### src/sv/sadf_pkg.sv
// sadf_pkg: shared types and constants of the set associative duplicate filter
// depends on nothing; imported by the interfaces and by every module of the block but sadf_tag_ram
package sadf_pkg;

	localparam int VERTEX_W   = 32;
	localparam int WAYS       = 4;
	localparam int WAY_W      = 2;
	localparam int EPOCH_BITS = 8;
	localparam int OUT_DEPTH  = 4;
	localparam int OUT_PTR_W  = 2;
	localparam int OUT_CNT_W  = 3;

	typedef logic [WAY_W-1:0]      way_t;
	typedef logic [EPOCH_BITS-1:0] epoch_t;

	// epoch zero marks entries written by the clearing pass, never current
	localparam epoch_t EPOCH_FIRST = epoch_t'(1);
	localparam epoch_t EPOCH_LAST  = '1;

	localparam logic CMD_VERTEX = 1'b0;
	localparam logic CMD_END    = 1'b1;

	typedef struct packed {
		logic [VERTEX_W-1:0] vertex_out;
		logic                is_end;
	} out_item_t;

endpackage

### src/sv/sadf_out_if.sv
// sadf_out_if: result channel of the duplicate filter, valid/ready plus result fields
// depends on sadf_pkg
interface sadf_out_if import sadf_pkg::*; ();
	logic                valid;
	logic                ready;
	logic [VERTEX_W-1:0] vertex_out;
	logic                is_end;

	modport source (output valid, output vertex_out, output is_end, input ready);
	modport sink   (input valid, input vertex_out, input is_end, output ready);
endinterface

### src/sv/sadf_out_fifo.sv
// sadf_out_fifo: small result queue that decouples the lookup stage from the sink
// depends on sadf_pkg and sadf_out_if
module sadf_out_fifo import sadf_pkg::*; (
	input  logic                 clk,
	input  logic                 arst_n,
	input  logic                 push,
	input  out_item_t            push_item,
	output logic [OUT_CNT_W-1:0] level,
	sadf_out_if.source           results
);

	out_item_t              slot_q [OUT_DEPTH];
	logic [OUT_PTR_W-1:0]   wr_ptr_q;
	logic [OUT_PTR_W-1:0]   rd_ptr_q;
	logic [OUT_CNT_W-1:0]   count_q;
	logic                   pop;

	assign pop                = results.valid && results.ready;
	assign results.valid      = (count_q != '0);
	assign results.vertex_out = slot_q[rd_ptr_q].vertex_out;
	assign results.is_end     = slot_q[rd_ptr_q].is_end;
	assign level              = count_q;

	always_ff @(posedge clk) begin
		if (push) begin
			slot_q[wr_ptr_q] <= push_item;
		end
	end

	always_ff @(posedge clk or negedge arst_n) begin
		if (!arst_n) begin
			wr_ptr_q <= '0;
			rd_ptr_q <= '0;
			count_q  <= '0;
		end else begin
			if (push) begin
				wr_ptr_q <= wr_ptr_q + OUT_PTR_W'(1);
			end
			if (pop) begin
				rd_ptr_q <= rd_ptr_q + OUT_PTR_W'(1);
			end
			count_q <= count_q + OUT_CNT_W'(push) - OUT_CNT_W'(pop);
		end
	end

endmodule

### src/flat_wrapper.sv
// flat-port wrapper written by rule: the top's interface ports become plain ports
module sadf_out_fifo_flat import sadf_pkg::*;
  (clk, arst_n, push, push_item, level, results_valid, results_vertex_out, results_is_end, results_ready);
  sadf_out_if results_i ();
  input  logic clk;
  input  logic arst_n;
  input  logic push;
  input  out_item_t push_item;
  output logic [OUT_CNT_W-1:0] level;
  output wire logic [$bits(results_i.valid)-1:0] results_valid;
  output wire logic [$bits(results_i.vertex_out)-1:0] results_vertex_out;
  output wire logic [$bits(results_i.is_end)-1:0] results_is_end;
  input wire logic [$bits(results_i.ready)-1:0] results_ready;
  assign results_valid = results_i.valid;
  assign results_vertex_out = results_i.vertex_out;
  assign results_is_end = results_i.is_end;
  assign results_i.ready = results_ready;
  sadf_out_fifo u_core (.clk(clk), .arst_n(arst_n), .push(push), .push_item(push_item), .level(level), .results(results_i));
endmodule
### config.mk
export PLATFORM = sky130hd
export DESIGN_NAME = sadf_out_fifo_flat
export DESIGN_NICKNAME = d
export VERILOG_FILES = /design/src/sv/sadf_pkg.sv /design/src/sv/sadf_out_if.sv /design/src/sv/sadf_out_fifo.sv /design/src/flat_wrapper.sv
export SDC_FILE = /design/constraint.sdc
export NUM_CORES = 1
export LEC_CHECK = 0
export BUFFER_PORTS_ARGS = -buffer_cell sky130_fd_sc_hd__buf_4
export CELL_PAD_IN_SITES_DETAIL_PLACEMENT = 2
export CELL_PAD_IN_SITES_GLOBAL_PLACEMENT = 2
export CORE_AREA = 5 5 129 131
export CTS_BUF_LIST = sky130_fd_sc_hd__clkbuf_2 sky130_fd_sc_hd__clkbuf_4 sky130_fd_sc_hd__clkbuf_8
export DETAILED_ROUTE_END_ITERATION = 12
export DIE_AREA = 0 0 134 136
export GPL_ROUTABILITY_DRIVEN = 0
export PLACE_DENSITY_LB_ADDON = 0.08
export SETUP_SLACK_MARGIN = 0.05
export SLEW_MARGIN = 20
export SYNTH_ARGS = -nofsm -noshare
export SYNTH_HDL_FRONTEND = slang
export SYNTH_SLANG_ARGS = --single-unit
### constraint.sdc
create_clock -name clk -period 5.4 [get_ports clk]
set_clock_uncertainty 0.1 [all_clocks]
set_input_delay 1.08 -clock clk [delete_from_list [all_inputs] [get_ports clk]]
set_output_delay 1.08 -clock clk [all_outputs]
set_load 0.05 [all_outputs]
After elaboration in Yosys (flattened, before gate mapping) --
Memory sizes are Yosys's and may differ from the RTL's. Cells that the tools add are included.
Storage, ports and cells: flip-flop bits (word level) 7, output and inout port bits 37, input port bits 37, memories 1, bits in writable memories 132, word-level logic and storage cells 12
Memories:
- u_core.slot_q | words 4, bits a word 33, rd ports 1, clocked after memory_dff 0, wr ports 1, RTL line sadf_out_fifo.sv:12 | out_item_t slot_q [OUT_DEPTH];
Cells by class: reductions and logical operators 2, add/sub/neg operators 4, mux-type cells 2
Operators with widths (number):
- $add A2 B1 Y2 const B | 2
- $add A3 B1 Y3 | 1
- $reduce_bool A3 Y1 | 1
- $sub A3 B1 Y3 | 1
- $mux W1 | 2
- $logic_and A1 B1 Y1 | 1

Depth between registers and ports, before layout --
word-level depth 3, mapped depth 7, mapped depth without buffers 7

Least setup slack after synthesis --
No wires, ideal clock.
path kind input port to flip-flop, from in results_ready, to reg u_core.count_q[2], in the netlist u_core.level[2], stages on the path 7, data required time 5.176 ns, slack 2.869 ns, path buffers 0, setup time 0.124 ns, arrival time 2.307 ns, path through o31a_1 ha_1 inv_1 ha_1 fa_1 xnor2_1 xnor2_1
On the way: word-level cells in the longest chain between the ends 2
Ends and longest elaborated chain:
- start, declared | RTL line flat_wrapper.sv:13 | input wire logic [$bits(results_i.ready)-1:0] results_ready;
- $logic_and A1 B1 Y1 | RTL line sadf_out_fifo.sv:18 | assign pop = results.valid && results.ready;
- $sub A3 B1 Y3 | RTL line sadf_out_fifo.sv:42 | count_q <= count_q + OUT_CNT_W'(push) - OUT_CNT_W'(pop);
- end signal, assigned | RTL line sadf_out_fifo.sv:42
- end, declared | RTL line sadf_out_fifo.sv:15 | logic [OUT_CNT_W-1:0] count_q;
Every way passes these cells. A chain may end at the register's enable or synchronous reset.

Final worst setup path --
from reg u_core.rd_ptr_q[0], to out results_vertex_out[12]
On the way: word-level cells in the longest chain between the ends 1
Ends and longest elaborated chain:
- start, declared | RTL line sadf_out_fifo.sv:14 | logic [OUT_PTR_W-1:0] rd_ptr_q;
- start signal, assigned | RTL line sadf_out_fifo.sv:40 | rd_ptr_q <= rd_ptr_q + OUT_PTR_W'(1);
- $mem_v2 Z4 W33
- end, declared | RTL line flat_wrapper.sv:11 | output wire logic [$bits(results_i.vertex_out)-1:0] results_vertex_out;
Every way passes these cells.

==> results.json <==
{
  "outcome": "finished clean",
  "rows": 46,
  "synth_top_family_by_area": "multiplexers",
  "start_kind": "flop",
  "ir_drop_uv": 251,
  "io_pins": 74,
  "clk_pin_slew_ns": 0.08,
  "setup_violations": 0,
  "final_common_cell": "edfxtp_1",
  "worst_slew_pin_slew_ns": 0.981,
  "post_cts_resized": 0,
  "grt_usage_pct": 12.1,
  "synth_fa_ha_area_share_pct": 1.82,
  "post_cts_buffers": 0,
  "synth-xor-area-share_pct": 0.840,
  "core_area_sq_um": 15500,
  "worstReg2RegEnd": "u_core.level[2]$_DFF_PN0_",
  "synthSimpleGateAreaFrac_pct": 0.672,
  "postRouteAntennaNets": 0,
  "grt_use_met2_pct": 20.1,
  "drt-vias-per-instance": 4.67,
  "final_cell_mix": "132 x edfxtp_1, 74 x buf_4, 28 x mux4_2",
  "use_met1_pct": 14.8,
  "min_period_ns": 3.63,
  "die_w_um": 134,
  "design_area_sq_um": 6360,
  "ys_ff_latch": 139,
  "hold_viol": 0,
  "relSlewSlack_pct": 34.6,
  "wirelength_um": 10200,
  "drt_iter0_drc": 136,
  "slew_violations": 0,
  "synth_compound_area_share_pct": 0.432,
  "end_kind": "primary output",
  "ys.warnings.count": 0,
  "die_area_sq_um": 18200,
  "cp_max_fo": 20,
  "postPlaceCellArea_sq_um": 5920,
  "rsz0062_at_grt": "no",
  "fp.dieH_um": 136,
  "fmax_mhz": 275,
  "cp_data_required_time_ns": 4.22,
  "finalSetupTns_ns": 0,
  "p_leak_nw": 2.21,
  "wire_per_inst_um": 20.5,
  "grt_pass1_vias": 2738,
  "h-tree-depth": 4,
  "port_buffers": 73,
  "timing_worst_setup_path_type": "reg -> out",
  "r2r_cells": 7,
  "r2r_slack_ns": 3.25,
  "busiest_layer": "met2",
  "syn2layout_area_growth_pct": 22.0,
  "seq_area_frac_synth_pct": 79.4,
  "grt_remaining_overflow": 0,
  "nets": 336,
  "hp-class": "in -> async",
  "clk_path_buf_depth": 2,
  "drtPass1Iterations": 3,
  "final.period_utilization_pct": 67.3,
  "max_cap_violations": 0,
  "worstReg2RegStart": "u_core.level[1]$_DFF_PN0_",
  "cts_tree": "done",
  "cts_made_buffers": 17,
  "netlist_instances": 207,
  "syn_area_sq_um": 5210,
  "initial_core_util_pct": 33.7,
  "cts_root_buf": "clkbuf_8",
  "grt_pass1_wl_um": 16100,
  "drive_gt1_share_pct": 45.9,
  "synth_mux_area_share_pct": 14.6,
  "grt_max_degree": 35,
  "ctsHoldBuffers": 0,
  "antennaDiodeCount": 0,
  "dp_hpwl_um": 6070,
  "synth_cell_type_count": 18,
  "clk_latency_ns": 0.43,
  "grt_use_met3_pct": 4.74,
  "route.detailed.drc": 0,
  "synth.avg_cell_area_sq_um": 25.2,
  "antenna_found_initial": 0,
  "power.density_nw_per_um2": 631,
  "vias": 2323,
  "cts_num_sinks": 139,
  "syn-num-nets": 251,
  "cp.arrival_ns": 2.45
}
[sequential cells by signal, indices dropped and copies added (netlist names)]
register,cells
u_core.rd_ptr_q,2
u_core.slot_q,132
u_core.wr_ptr_q,2
u_core.level,3
[kinds of logic (layout without fill, tap and decap cells)]
group / Yosys count / after routing
DFF: 139 / 139
muxes: 33 / 33
buffers and inverters: 14 / 112
adders and majority gates: 7 / 7
and+or+nand+nor: 6 / 6
xor gates and xnor gates: 5 / 5
AOI/OAI and AO/OA: 3 / 3
[metal layers]
metal / vias up / share of wire [%] / wire (um)
met5: - / 0 / 0
met4: 0 / 0.62 / 63
met3: 6 / 4.8 / 488
met2: 50 / 52 / 5320
met1: 1230 / 42 / 4340
li1: 1037 / - / -
[layout make-up]
| class | count | area, sq um |
|---|---|---|
| Fill cell | 1441 | 9130 |
| Sequential cell | 139 | 4140 |
| Multi-Input combinational cell | 54 | 963 |
| Timing Repair Buffer | 74 | 556 |
| Clock buffer | 20 | 263 |
| Tap cell | 192 | 240 |
| Clock inverter | 12 | 171 |
| Inverter | 6 | 22.5 |
[cell usage after synthesis (all sizes together)]
master  number  area share (%)
dfrtp        7             3.4
and2         4            0.48
inv          6            0.43
buf          8             1.8
fa           1            0.38
o31a         1            0.17
nand2        1           0.072
o21ai        1           0.096
edfxtp     132              76
o311ai       1            0.17
xor2         2            0.34
or3          1            0.12
xnor2        3            0.50
ha           6             1.4
mux4        33              15
[how the worst max path moves through the flow]
stage / endpoint / slack (ns) / cells after the start / from
2_1_floorplan: u_core.level[2]$_DFF_PN0_ / 2.87 / 7 / results_ready
3_3_place_gp: results_vertex_out[4] / 2.11 / 3 / u_core.rd_ptr_q[0]$_DFFE_PN0P_
3_5_place_dp: results_vertex_out[12] / 2.13 / 3 / u_core.rd_ptr_q[0]$_DFFE_PN0P_
4_1_cts: results_vertex_out[12] / 1.64 / 3 / u_core.rd_ptr_q[0]$_DFFE_PN0P_
5_1_grt: results_vertex_out[12] / 1.56 / 3 / u_core.rd_ptr_q[0]$_DFFE_PN0P_
6_report: results_vertex_out[12] / 1.77 / 3 / u_core.rd_ptr_q[0]$_DFFE_PN0P_
[critical path, cell delays in order, from the launching register on]
cell	delay, ns
dfrtp_2	0.79
buf_4	0.44
mux4_2	0.57
buf_4	0.21
[stage by stage]
step	power [mW]	util, %	cells	setup WS (ns)	hold WS (ns)
2_1_floorplan	2.74	-	207	2.87	0.394
3_3_place_gp	3.16	38.3	465	2.11	0.426
3_5_place_dp	3.18	38.3	465	2.13	0.432
4_1_cts	4.10	41.1	497	1.64	0.311
5_1_grt	4.22	41.1	497	1.56	0.307
6_report	4.01	41.1	497	1.77	0.345
[report_power, final]
part           internal (mW)  switching, mW
Sequential              1.42          0.159
Combinational          0.543          0.985
Clock                  0.523          0.384
Total                   2.49           1.53
(Power assumes the default switching activity.)
