===== src/sv/sadf_pkg.sv =====
// sadf_pkg: shared types and constants of the set associative duplicate filter
// depends on nothing; imported by the interfaces and by every module of the block but sadf_tag_ram
package sadf_pkg;

	localparam int VERTEX_W   = 32;
	localparam int WAYS       = 4;
	localparam int WAY_W      = 2;
	localparam int EPOCH_BITS = 8;
	localparam int OUT_DEPTH  = 4;
	localparam int OUT_PTR_W  = 2;
	localparam int OUT_CNT_W  = 3;

	typedef logic [WAY_W-1:0]      way_t;
	typedef logic [EPOCH_BITS-1:0] epoch_t;

	// epoch zero marks entries written by the clearing pass, never current
	localparam epoch_t EPOCH_FIRST = epoch_t'(1);
	localparam epoch_t EPOCH_LAST  = '1;

	localparam logic CMD_VERTEX = 1'b0;
	localparam logic CMD_END    = 1'b1;

	typedef struct packed {
		logic [VERTEX_W-1:0] vertex_out;
		logic                is_end;
	} out_item_t;

endpackage


===== src/sv/sadf_match.sv =====
// sadf_match: four-way tag compare with epoch check and victim way update
// depends on sadf_pkg
module sadf_match import sadf_pkg::*; #(
	parameter int TAG_W = 18
) (
	input  logic [WAYS-1:0][EPOCH_BITS+TAG_W-1:0] word,
	input  logic [TAG_W-1:0]                      tag,
	input  epoch_t                                epoch,
	input  way_t                                  victim,
	output logic                                  hit,
	output logic [WAYS-1:0][EPOCH_BITS+TAG_W-1:0] new_word
);

	logic [WAYS-1:0] way_hit;

	// an entry from an older epoch reads as the all-ones cleared tag
	always_comb begin
		for (int w = 0; w < WAYS; w++) begin
			if (word[w][EPOCH_BITS+TAG_W-1:TAG_W] == epoch) begin
				way_hit[w] = (word[w][TAG_W-1:0] == tag);
			end else begin
				way_hit[w] = (tag == '1);
			end
		end
		hit = |way_hit;
	end

	always_comb begin
		new_word         = word;
		new_word[victim] = {epoch, tag};
	end

endmodule


===== config.mk =====
export PLATFORM = sky130hd
export DESIGN_NAME = sadf_match
export DESIGN_NICKNAME = d
export VERILOG_FILES = /design/src/sv/sadf_pkg.sv /design/src/sv/sadf_match.sv
export SDC_FILE = /design/constraint.sdc
export NUM_CORES = 1
export LEC_CHECK = 0
export BUFFER_PORTS_ARGS = -buffer_cell sky130_fd_sc_hd__buf_2
export CORE_AREA = 5 5 89 91
export DETAILED_ROUTE_END_ITERATION = 6
export DIE_AREA = 0 0 94 96
export GPL_TIMING_DRIVEN = 0
export MAX_ROUTING_LAYER = met4
export PLACE_DENSITY = 0.8
export SLEW_MARGIN = 20
export SYNTH_ARGS = -nofsm -noshare
export SYNTH_HDL_FRONTEND = slang
export SYNTH_SLANG_ARGS = --single-unit

===== constraint.sdc =====
create_clock -name vclk -period 4
set_input_delay 1.2 -clock vclk [all_inputs]
set_output_delay 1.2 -clock vclk [all_outputs]
set_load 0.1 [all_outputs]

After elaboration in Yosys (flattened, before gate mapping)
Cells that the tools add are included.
- word-level logic and storage cells: 20
- bits in registers: 0
- input bits: 132
- reductions and logical operators: 2
- muxes and demuxes: 7
- $lt $le $gt $ge: 2
- eq/ne operators: 9
- operators with widths (cell ; number):
    104-bit bitwise mux ; 1
    18-bit == test ; 4
    26-bit demux with 2-bit select ; 1
    8-bit == test ; 4
    26-bit two-way mux ; 1
    18-bit == test (second input constant) ; 1
    1-bit two-way mux ; 4
    4-bit OR reduction ; 1
    2-bit by 3-bit < comparator with 1-bit output (second input constant) ; 1
    2-bit by 1-bit >= comparator with 1-bit output (second input constant) ; 1
    1-bit logical AND ; 1

Longest topological paths before layout
Gate-level depths: netlist of the first run.
- depth after elaboration: 5
- gate-level depth with buffers: 7
- depth with buffers taken out: 6

Least setup slack after synthesis of the first run
Ideal clock, no wire load.
- kind: input to output
- start point: in tag[17]
- end point: out hit
- required time: 2.800 ns
- arrival: 2.955 ns
- slack: -0.155 ns
- cell stages on the path: 6
- buffers on the path: 1
- cells stage by stage: buf_4 and4_1 nand3_1 or4_1 a41oi_1 or4_1
- longest elaborated chain between the ends: 3
- ends and longest elaborated chain (what ; RTL line ; text):
    start: declaration ; sadf_match.sv:7 ; input logic [TAG_W-1:0] tag,
    18-bit == test, on equally long branches ; sadf_match.sv:22, sadf_match.sv:20 ;
    1-bit two-way mux ; sadf_match.sv:19 ; if (word[w][EPOCH_BITS+TAG_W-1:TAG_W] == epoch) begin
    4-bit OR reduction * ; sadf_match.sv:25 ; hit = |way_hit;
    end: declaration ; sadf_match.sv:10 ; output logic hit,
Mark *: on every way between the ends. The rest lies on a longest branch, timed or not.

Worst setup path after layout of the first run
- start point: in epoch[6]
- end point: out hit
- longest elaborated chain between the ends: 3
- ends and longest elaborated chain (what ; RTL line ; text):
    start: declaration ; sadf_match.sv:8 ; input epoch_t epoch,
    8-bit == test ; sadf_match.sv:19 ;
    1-bit two-way mux ; sadf_match.sv:19 ;
    4-bit OR reduction * ; sadf_match.sv:25 ;
Marks and branches as above.

==> impl_metrics.yaml, run 1 <==
floorplanning:
  die_y_um: 96
  num_rows: 31
  die_area_mm2: 0.00902
  fp.dieW_um: 94
  io_pins: 237
  start_util_pct: 36.7
  core-area_mm2: 0.00706
worst_setup_path:
  cp-end-kind: "output pin"
  start_kind: "input port"
  cp.required_ns: 2.80
  worstSetupStartpoint: "epoch[6]"
  crit_arrival_ns: 2.79
  crit_type: "input port to output pin"
  critPathMaxFanout: 8
sta:
  setup_viol: 0
  finalCriticalPeriod_ns: 3.99
  max_slew.worst_pin.slew_ns: 0.518
  setup-tns-final_ns: 0
  whs_ns: 3.04
  hold_viol: 0
  slew_headroom_pct: 65.7
  fmax_mhz: 251
  rsz0062_at_grt: "yes"
  period_share_pct: 99.8
  drv_slew: 0
synth:
  seq_area_frac_synth_pct: 0
  syn-mean-instance-area_um2: 8.81
  syn_nets: 426
  syn_area_mm2: 0.00259
  ys_types: 20
  synthCells: 294
  yosys_warnings: 0
place:
  dpl_cell_area_mm2: 0.00377
  portBuffers: 211
  dpl.cell_count: 604
  gp_congestion: 0.882
  dp_hpwl_um: 9780
global_routing:
  grt_pass1_wl_um: 16600
  grt_use_total_pct: 23.9
  grt_use_met3_pct: 2.66
  busiest_layer: "met2"
  grt_util_met2_pct: 46.3
  grt-ovfl-total: 0
  grtUsageMet1_pct: 27.3
  antenna_found_initial: 0
  grt_pass1_vias: 3220
  grt_max_degree: 11
routing:
  wl_per_cell_um: 18.9
  wl_um: 11400
  antenna_left: 0
  vias_per_cell: 5.08
  vias: 3066
  drc: 0
  drtIter0Drc: 76
  firstDrtPassIters: 4
power_and_ir_drop:
  power_leakage_nw: 1.74
  p_per_area_mw_per_mm2: 276
  ir_worst_vdd_mv: 0.191
  power_mw: 1.06
cells_and_area:
  layout.clock_buffers: 0
  antenna_cells: 0
  area_delta_synth_final_pct: 48.8
  nFlopsAndLatches: 0
  layout-drive-gt1-share_pct: 71.5
  seq_area_um2: 0
  nNetsFinal: 639
  fin_area_mm2: 0.00385
  finalNonFillerCells: 604
outcome:
  status: "completed"
hold_path:
  min_from: "word[27]"
  hold_class: "input port to output pin"
clock_tree:
  holdBufCountCts: 0
job:
  maxCapViolations: 0
stage by stage:
stage	worst slack, ns	utilization (%)
global route	-0.0595	54.6
detailed placement	-0.310	53.4
floorplan	0.225	-
global placement	-0.260	53.4
CTS	-0.0286	54.0
finish	0.00994	54.6
synth_stat cells:
cell type | n | area (µm²)
or4_1 | 2 | 15.0
nand4_1 | 24 | 150
mux2_2 | 104 | 1170
nor3_1 | 2 | 10.0
buf_4 | 2 | 15.0
a41oi_1 | 1 | 8.76
nor2_1 | 5 | 18.8
clkbuf_1 | 4 | 15.0
nor4_1 | 8 | 50.1
buf_8 | 1 | 15.0
nand3_1 | 3 | 15.0
buf_6 | 3 | 33.8
and4_1 | 1 | 8.76
xnor2_1 | 78 | 683
buf_2 | 26 | 130
nand2b_1 | 1 | 6.26
xor2_1 | 26 | 228
o21ai_1 | 1 | 5.00
nor2b_1 | 1 | 6.26
nand2_1 | 1 | 3.75
where the power goes:
part	internal, mW	switching, mW	leakage [nW]	total (mW)
Sequential	0	0	0	0
Combinational	0.251	0.814	1.74	1.06
Clock	0	0	0	0
Total	0.251	0.814	1.74	1.06
worst paths after layout:
path	end	slack (ns)	depth (start not counted)
max	hit	0.01	7
min	new_word[27]	3.04	3
timing repair:
action,in CTS,in global routing
gates cloned,0,0
setup buffers,1,0
resized for setup,11,10
endpoints found under the setup margin,59,41
pin swaps,6,3
routing by layer:
| metal | part of all wire (%) | vias up |
|---|---|---|
| met5 | 0 | - |
| met4 | 0.66 | 0 |
| met3 | 8.2 | 6 |
| met2 | 53 | 164 |
| met1 | 38 | 1428 |
| li1 | - | 1468 |
critical path: stages:
cell and delay (ns):
buf_4 0.15, xnor2_1 0.15, nand4_1 0.18, nor2_2 0.22
a41oi_1 0.14, or4_4 0.55, buf_12 0.18
logic make-up (layout without fill, tap and decap cells):
| group | after synthesis | in the layout | share of synthesized area (%) |
|---|---|---|---|
| xor gates and xnor gates | 104 | 104 | 35.2 |
| muxes | 104 | 104 | 45.2 |
| and+or+nand+nor | 48 | 48 | 11.0 |
| buffers and inverters | 36 | 247 | 8.07 |
| AOI/OAI and AO/OA | 2 | 2 | 0.532 |
cell usage in the layout, fill, tap and decap left out, drive strengths merged:
master / count
xor2: 26
nor2b: 1
buf: 242
a41oi: 1
nor3: 2
nand3: 3
xnor2: 78
nand4: 24
nand2b: 1
or4: 2
clkbuf: 5
nand2: 1
and4: 1
mux2: 104
o21ai: 1
nor2: 5
nor4: 8
final cells by class:
type | count | area (µm²)
Fill cell | 679 | 3210
Multi-Input combinational cell | 258 | 2430
Timing Repair Buffer | 212 | 1080
Buffer | 35 | 219
Tap cell | 99 | 124
(Power assumes the default switching activity.)
==> run 2, diff against run 1 <==
--- a/config.mk
+++ b/config.mk
@@ -9,7 +9,6 @@
 export CORE_AREA = 5 5 89 91
 export DETAILED_ROUTE_END_ITERATION = 6
 export DIE_AREA = 0 0 94 96
-export GPL_TIMING_DRIVEN = 0
 export MAX_ROUTING_LAYER = met4
 export PLACE_DENSITY = 0.8
 export SLEW_MARGIN = 20
==> impl_metrics.yaml, run 2 (same netlist as run 1, synthesis figures left out) <==
sta:
  hold_viol: 0
  fmax_mhz: 253
  slew_headroom_pct: 66.7
  finalCriticalPeriod_ns: 3.96
  period_share_pct: 98.9
  setup-tns-final_ns: 0
  max_slew.worst_pin.slew_ns: 0.503
  drv_slew: 0
  rsz0062_at_grt: "yes"
  setup_slack_ns: 0.0445
  setup_viol: 0
global_routing:
  grt_pass1_vias: 3540
  grt_max_degree: 27
  grt-ovfl-total: 0
  antenna_found_initial: 2
  grt_use_total_pct: 25.8
  grt_pass1_wl_um: 17900
routing:
  wl_met2_um: 6850
  antenna_left: 0
  firstDrtPassIters: 4
  vias_per_cell: 5.16
  routed.top_layer: "met4"
  dr_wl_met3_um: 905
  wl_um: 12700
  wl_met1_um: 4550
  drtIter0Drc: 36
  vias: 3207
  wl_per_cell_um: 20.4
  drc: 0
power_and_ir_drop:
  ir_worst_vdd_mv: 0.192
  p_per_area_mw_per_mm2: 257
  power_leakage_nw: 2.19
clock_tree:
  holdBufCountCts: 0
  cts_setup_buffers: 0
worst_setup_path:
  crit_type: "input port to output pin"
  crit_arrival_ns: 2.76
  cp.required_ns: 2.80
  cp-end-kind: "output pin"
  worstSetupStartpoint: "epoch[4]"
  start_kind: "input port"
  critPathMaxFanout: 8
cells_and_area:
  area_delta_synth_final_pct: 93.7
  nFlopsAndLatches: 0
  nNetsFinal: 654
  final_common_cell: "buf_2"
  layout.clock_buffers: 0
  most-common-layout-cells: "buf_2, mux2_2, xnor2_1"
  utilization_pct: 71.0
  finalNonFillerCells: 621
  layout-drive-gt1-share_pct: 73.5
  seq_area_um2: 0
hold_path:
  hold_depth: 3
  hold_class: "input port to output pin"
  worstHoldEndpoint: "new_word[32]"
  min_from: "word[32]"
outcome:
  status: "completed"
place:
  dpl.cell_count: 619
  gp_congestion: 0.865
  portBuffers: 237
  preCtsSetupSlack_ns: -0.115
  dp_hpwl_um: 10800
floorplanning:
  die_area_mm2: 0.00902
  num_rows: 31
  io_pins: 237
  core-area_mm2: 0.00706
  die_y_um: 96
  start_util_pct: 36.7
  fp.dieW_um: 94
job:
  maxCapViolations: 0
[run 2: changes by cell type in the layout (fill, tap and decap cells not counted), moves of 2 or more]
cell      before  now
nor4_2         0    2
buf_4          5   26
buf_2        232  164
xnor2_2        4    6
nor4_1         8    6
clkbuf_2       3    0
diode_2        0    2
clkbuf_4       2    0
xnor2_1       74   72
buf_12         1   68
[run 2: cell type report]
type	count	area (µm²)
Antenna cell	2	5.00
Timing Repair Buffer	262	2420
Tap cell	99	124
Fill cell	522	2040
Multi-Input combinational cell	258	2460
[run 2: repair_timing]
item / 4_1_cts / 5_1_grt
pin swaps: 3 / 9
endpoints found under the setup margin: 1 / 1
gates resized for setup: 6 / 27
endpoints found under the hold margin: 0 / 0
[run 2: per-layer routing]
metal,vias up,track usage [%]
met4,0,6.62
li1,1502,-
met5,-,-
met3,26,3.05
met1,1507,27.6
met2,172,50.0
[run 2: how the worst max path moves through the flow]
| stage | to | cells past startpoint |
|---|---|---|
| floorplan | hit | 6 |
| global placement | hit | 9 |
| detailed placement | hit | 8 |
| CTS | hit | 7 |
| global route | hit | 9 |
| finish | hit | 7 |
[run 2: power by group]
group / internal, mW / switching [mW]
sequential: 0 / 0
combinational: 0.428 / 0.858
clock: 0.0000000669 / 0
[run 2: metrics by stage]
stage          hold WS (ns)  power (mW)  area (µm²)
5_1_grt                2.84        1.32        5010
3_3_place_gp           2.83        1.26        4890
3_5_place_dp           2.84        1.27        4890
6_report               2.84        1.29        5010
4_1_cts                2.84        1.28        4920
2_1_floorplan          2.87       0.865        2590
[run 2: worst max-delay path: stages]
cell     delay [ns]
buf_2          0.16
xnor2_1        0.21
nand4_1        0.14
nor2_2         0.18
a41oi_2        0.11
or4_4          0.56
buf_12         0.18
==> run 3, diff against run 2 <==
--- a/config.mk
+++ b/config.mk
@@ -5,12 +5,13 @@
 export SDC_FILE = /design/constraint.sdc
 export NUM_CORES = 1
 export LEC_CHECK = 0
+export ABC_AREA = 1
 export BUFFER_PORTS_ARGS = -buffer_cell sky130_fd_sc_hd__buf_2
-export CORE_AREA = 5 5 89 91
+export CORE_MARGIN = 5
+export CORE_UTILIZATION = 43
 export DETAILED_ROUTE_END_ITERATION = 6
-export DIE_AREA = 0 0 94 96
 export MAX_ROUTING_LAYER = met4
-export PLACE_DENSITY = 0.8
+export PLACE_DENSITY = 0.86
 export SLEW_MARGIN = 20
 export SYNTH_ARGS = -nofsm -noshare
 export SYNTH_HDL_FRONTEND = slang
==> impl_metrics.yaml, run 3 <==
cells_and_area:
  fillers: 443
  seq_area_um2: 0
  most-common-layout-cells: "nand2_1, buf_2, buf_12"
  layout-drive-gt1-share_pct: 40.3
  final_common_cell: "nand2_1"
  finalNonFillerCells: 1002
  nFlopsAndLatches: 0
  area_delta_synth_final_pct: 92.7
  layout.clock_buffers: 0
  utilization_pct: 86.1
  nNetsFinal: 1039
place:
  portBuffers: 237
  dp_hpwl_um: 14200
  dpl.cell_count: 1001
  gp_congestion: 0.928
  preCtsSetupSlack_ns: 0.282
power_and_ir_drop:
  ir_worst_vdd_mv: 0.199
  power_leakage_nw: 3.29
  p_per_area_mw_per_mm2: 248
global_routing:
  grt_pass1_wl_um: 25000
  grt_pass1_vias: 5274
  grt_max_degree: 53
  grt_use_total_pct: 35.9
  grt-ovfl-total: 0
  antenna_found_initial: 1
sta:
  hold_viol: 0
  fmax_mhz: 267
  drv_slew: 0
  setup_viol: 0
  rsz0062_at_grt: "no"
  finalCriticalPeriod_ns: 3.75
  slew_headroom_pct: 61.2
  period_share_pct: 93.6
  setup_slack_ns: 0.254
  max_slew.worst_pin.slew_ns: 0.579
floorplanning:
  start_util_pct: 44.7
  fp.dieW_um: 94.7
  core-area_mm2: 0.00691
  die_y_um: 94.7
  num_rows: 30
  io_pins: 237
  die_area_mm2: 0.00897
outcome:
  status: "completed"
synth:
  synth_top_cell_by_area: "nand2_1"
  synthTopCellsByArea: "nand2_1, xnor2_1, o21ai_0"
  synth_top_cell_area_share_pct: 37.0
  syn_area_mm2: 0.00309
  synthCells: 699
  syn-mean-instance-area_um2: 4.42
  seq_area_frac_synth_pct: 0
  synth_common_cells: "nand2_1, inv_1, nor2_1, o21ai_0, xnor2_1"
  ys_types: 22
  yosys_warnings: 0
  syn_nets: 831
  yosysMostFrequentCell: "nand2_1"
routing:
  vias_per_cell: 5.33
  antenna_left: 0
  vias: 5340
  drc: 0
  wl_per_cell_um: 16.4
  drtIter0Drc: 305
  wl_um: 16400
  firstDrtPassIters: 5
hold_path:
  worstHoldEndpoint: "new_word[84]"
  min_from: "word[84]"
  hold_depth: 4
  hold_class: "input port to output pin"
job:
  maxCapViolations: 0
clock_tree:
  ctsResizeCount: 0
  cts_setup_buffers: 0
  holdBufCountCts: 0
worst_setup_path:
  path_delay_family: "buffers and inverters"
  critPathMaxFanout: 32
  crit_arrival_ns: 2.55
  path_cells: "buf_2 -> inv_2 -> nand2_2 -> buf_12 -> nand2_1 -> o21ai_2 -> buf_12"
  critPathMostFrequentCell: "buf_12"
  max_stage_delay_ns: 0.41
  cp-end-kind: "output pin"
  start_kind: "input port"
  crit_buf_inv: 4
  critPathSlowestCell: "nand2_2"
  cp.required_ns: 2.80
  crit_type: "input port to output pin"
[run 3: kinds of logic (layout without fill, tap and decap cells)]
logic type	count (synthesis)	after routing	synth area share, %
AND/OR/NAND/NOR	403	403	50.9
buffers and inverters	142	348	18.2
AO/OA/AOI/OAI	105	105	17.0
XOR/XNOR	49	49	13.9
other	0	1	0
[run 3: per-layer routing]
layer | wire length [µm] | part of all wire [%] | GRT usage (%) | vias up
met1 | 5900 | 36 | 39.3 | 2416
met5 | 0 | 0 | - | -
met4 | 828 | 5.0 | 15.6 | 0
li1 | - | - | - | 2526
met2 | 8330 | 51 | 64.6 | 318
met3 | 1380 | 8.4 | 4.38 | 80
[run 3: worst min-delay path: stages]
cell and delay (ns):
buf_2 0.10, nand2_1 0.06, o21ai_2 0.07, buf_12 0.17
[run 3: power breakdown]
group | switching (mW) | internal [mW] | leakage [nW] | total (mW)
registers | 0 | 0 | 0 | 0
clock network | 0 | 0.0000000335 | 0.00000634 | 0.0000000335
logic | 1.02 | 0.454 | 3.29 | 1.48
[run 3: worst max-delay path by stage]
| stage | from | end | slack [ns] | cells past startpoint |
|---|---|---|---|---|
| 2_1_floorplan | victim[1] | new_word[68] | -0.36 | 5 |
| 3_3_place_gp | epoch[1] | hit | 0.30 | 12 |
| 3_5_place_dp | epoch[1] | hit | 0.28 | 12 |
| 4_1_cts | tag[4] | hit | 0.28 | 12 |
| 5_1_grt | tag[14] | hit | 0.13 | 12 |
| 6_report | victim[1] | new_word[35] | 0.25 | 7 |
[run 3: area by class of cell]
class,count,area [µm²],area share (%)
repair buffers,242,2550,42.9
multi-input cells,557,2880,48.3
diodes,1,2.50,0.0421
well taps,96,120,2.02
inverters,106,398,6.69
[run 3: stage by stage]
step           power [mW]  hold WS, ns  setup TNS, ns  instance area, µm²
3_3_place_gp         1.44         2.80              0                5950
2_1_floorplan       0.950         2.71          -5.04                3420
3_5_place_dp         1.47         2.81              0                5950
6_report             1.48         2.81              0                5950
4_1_cts              1.47         2.81              0                5950
5_1_grt              1.53         2.83              0                5950
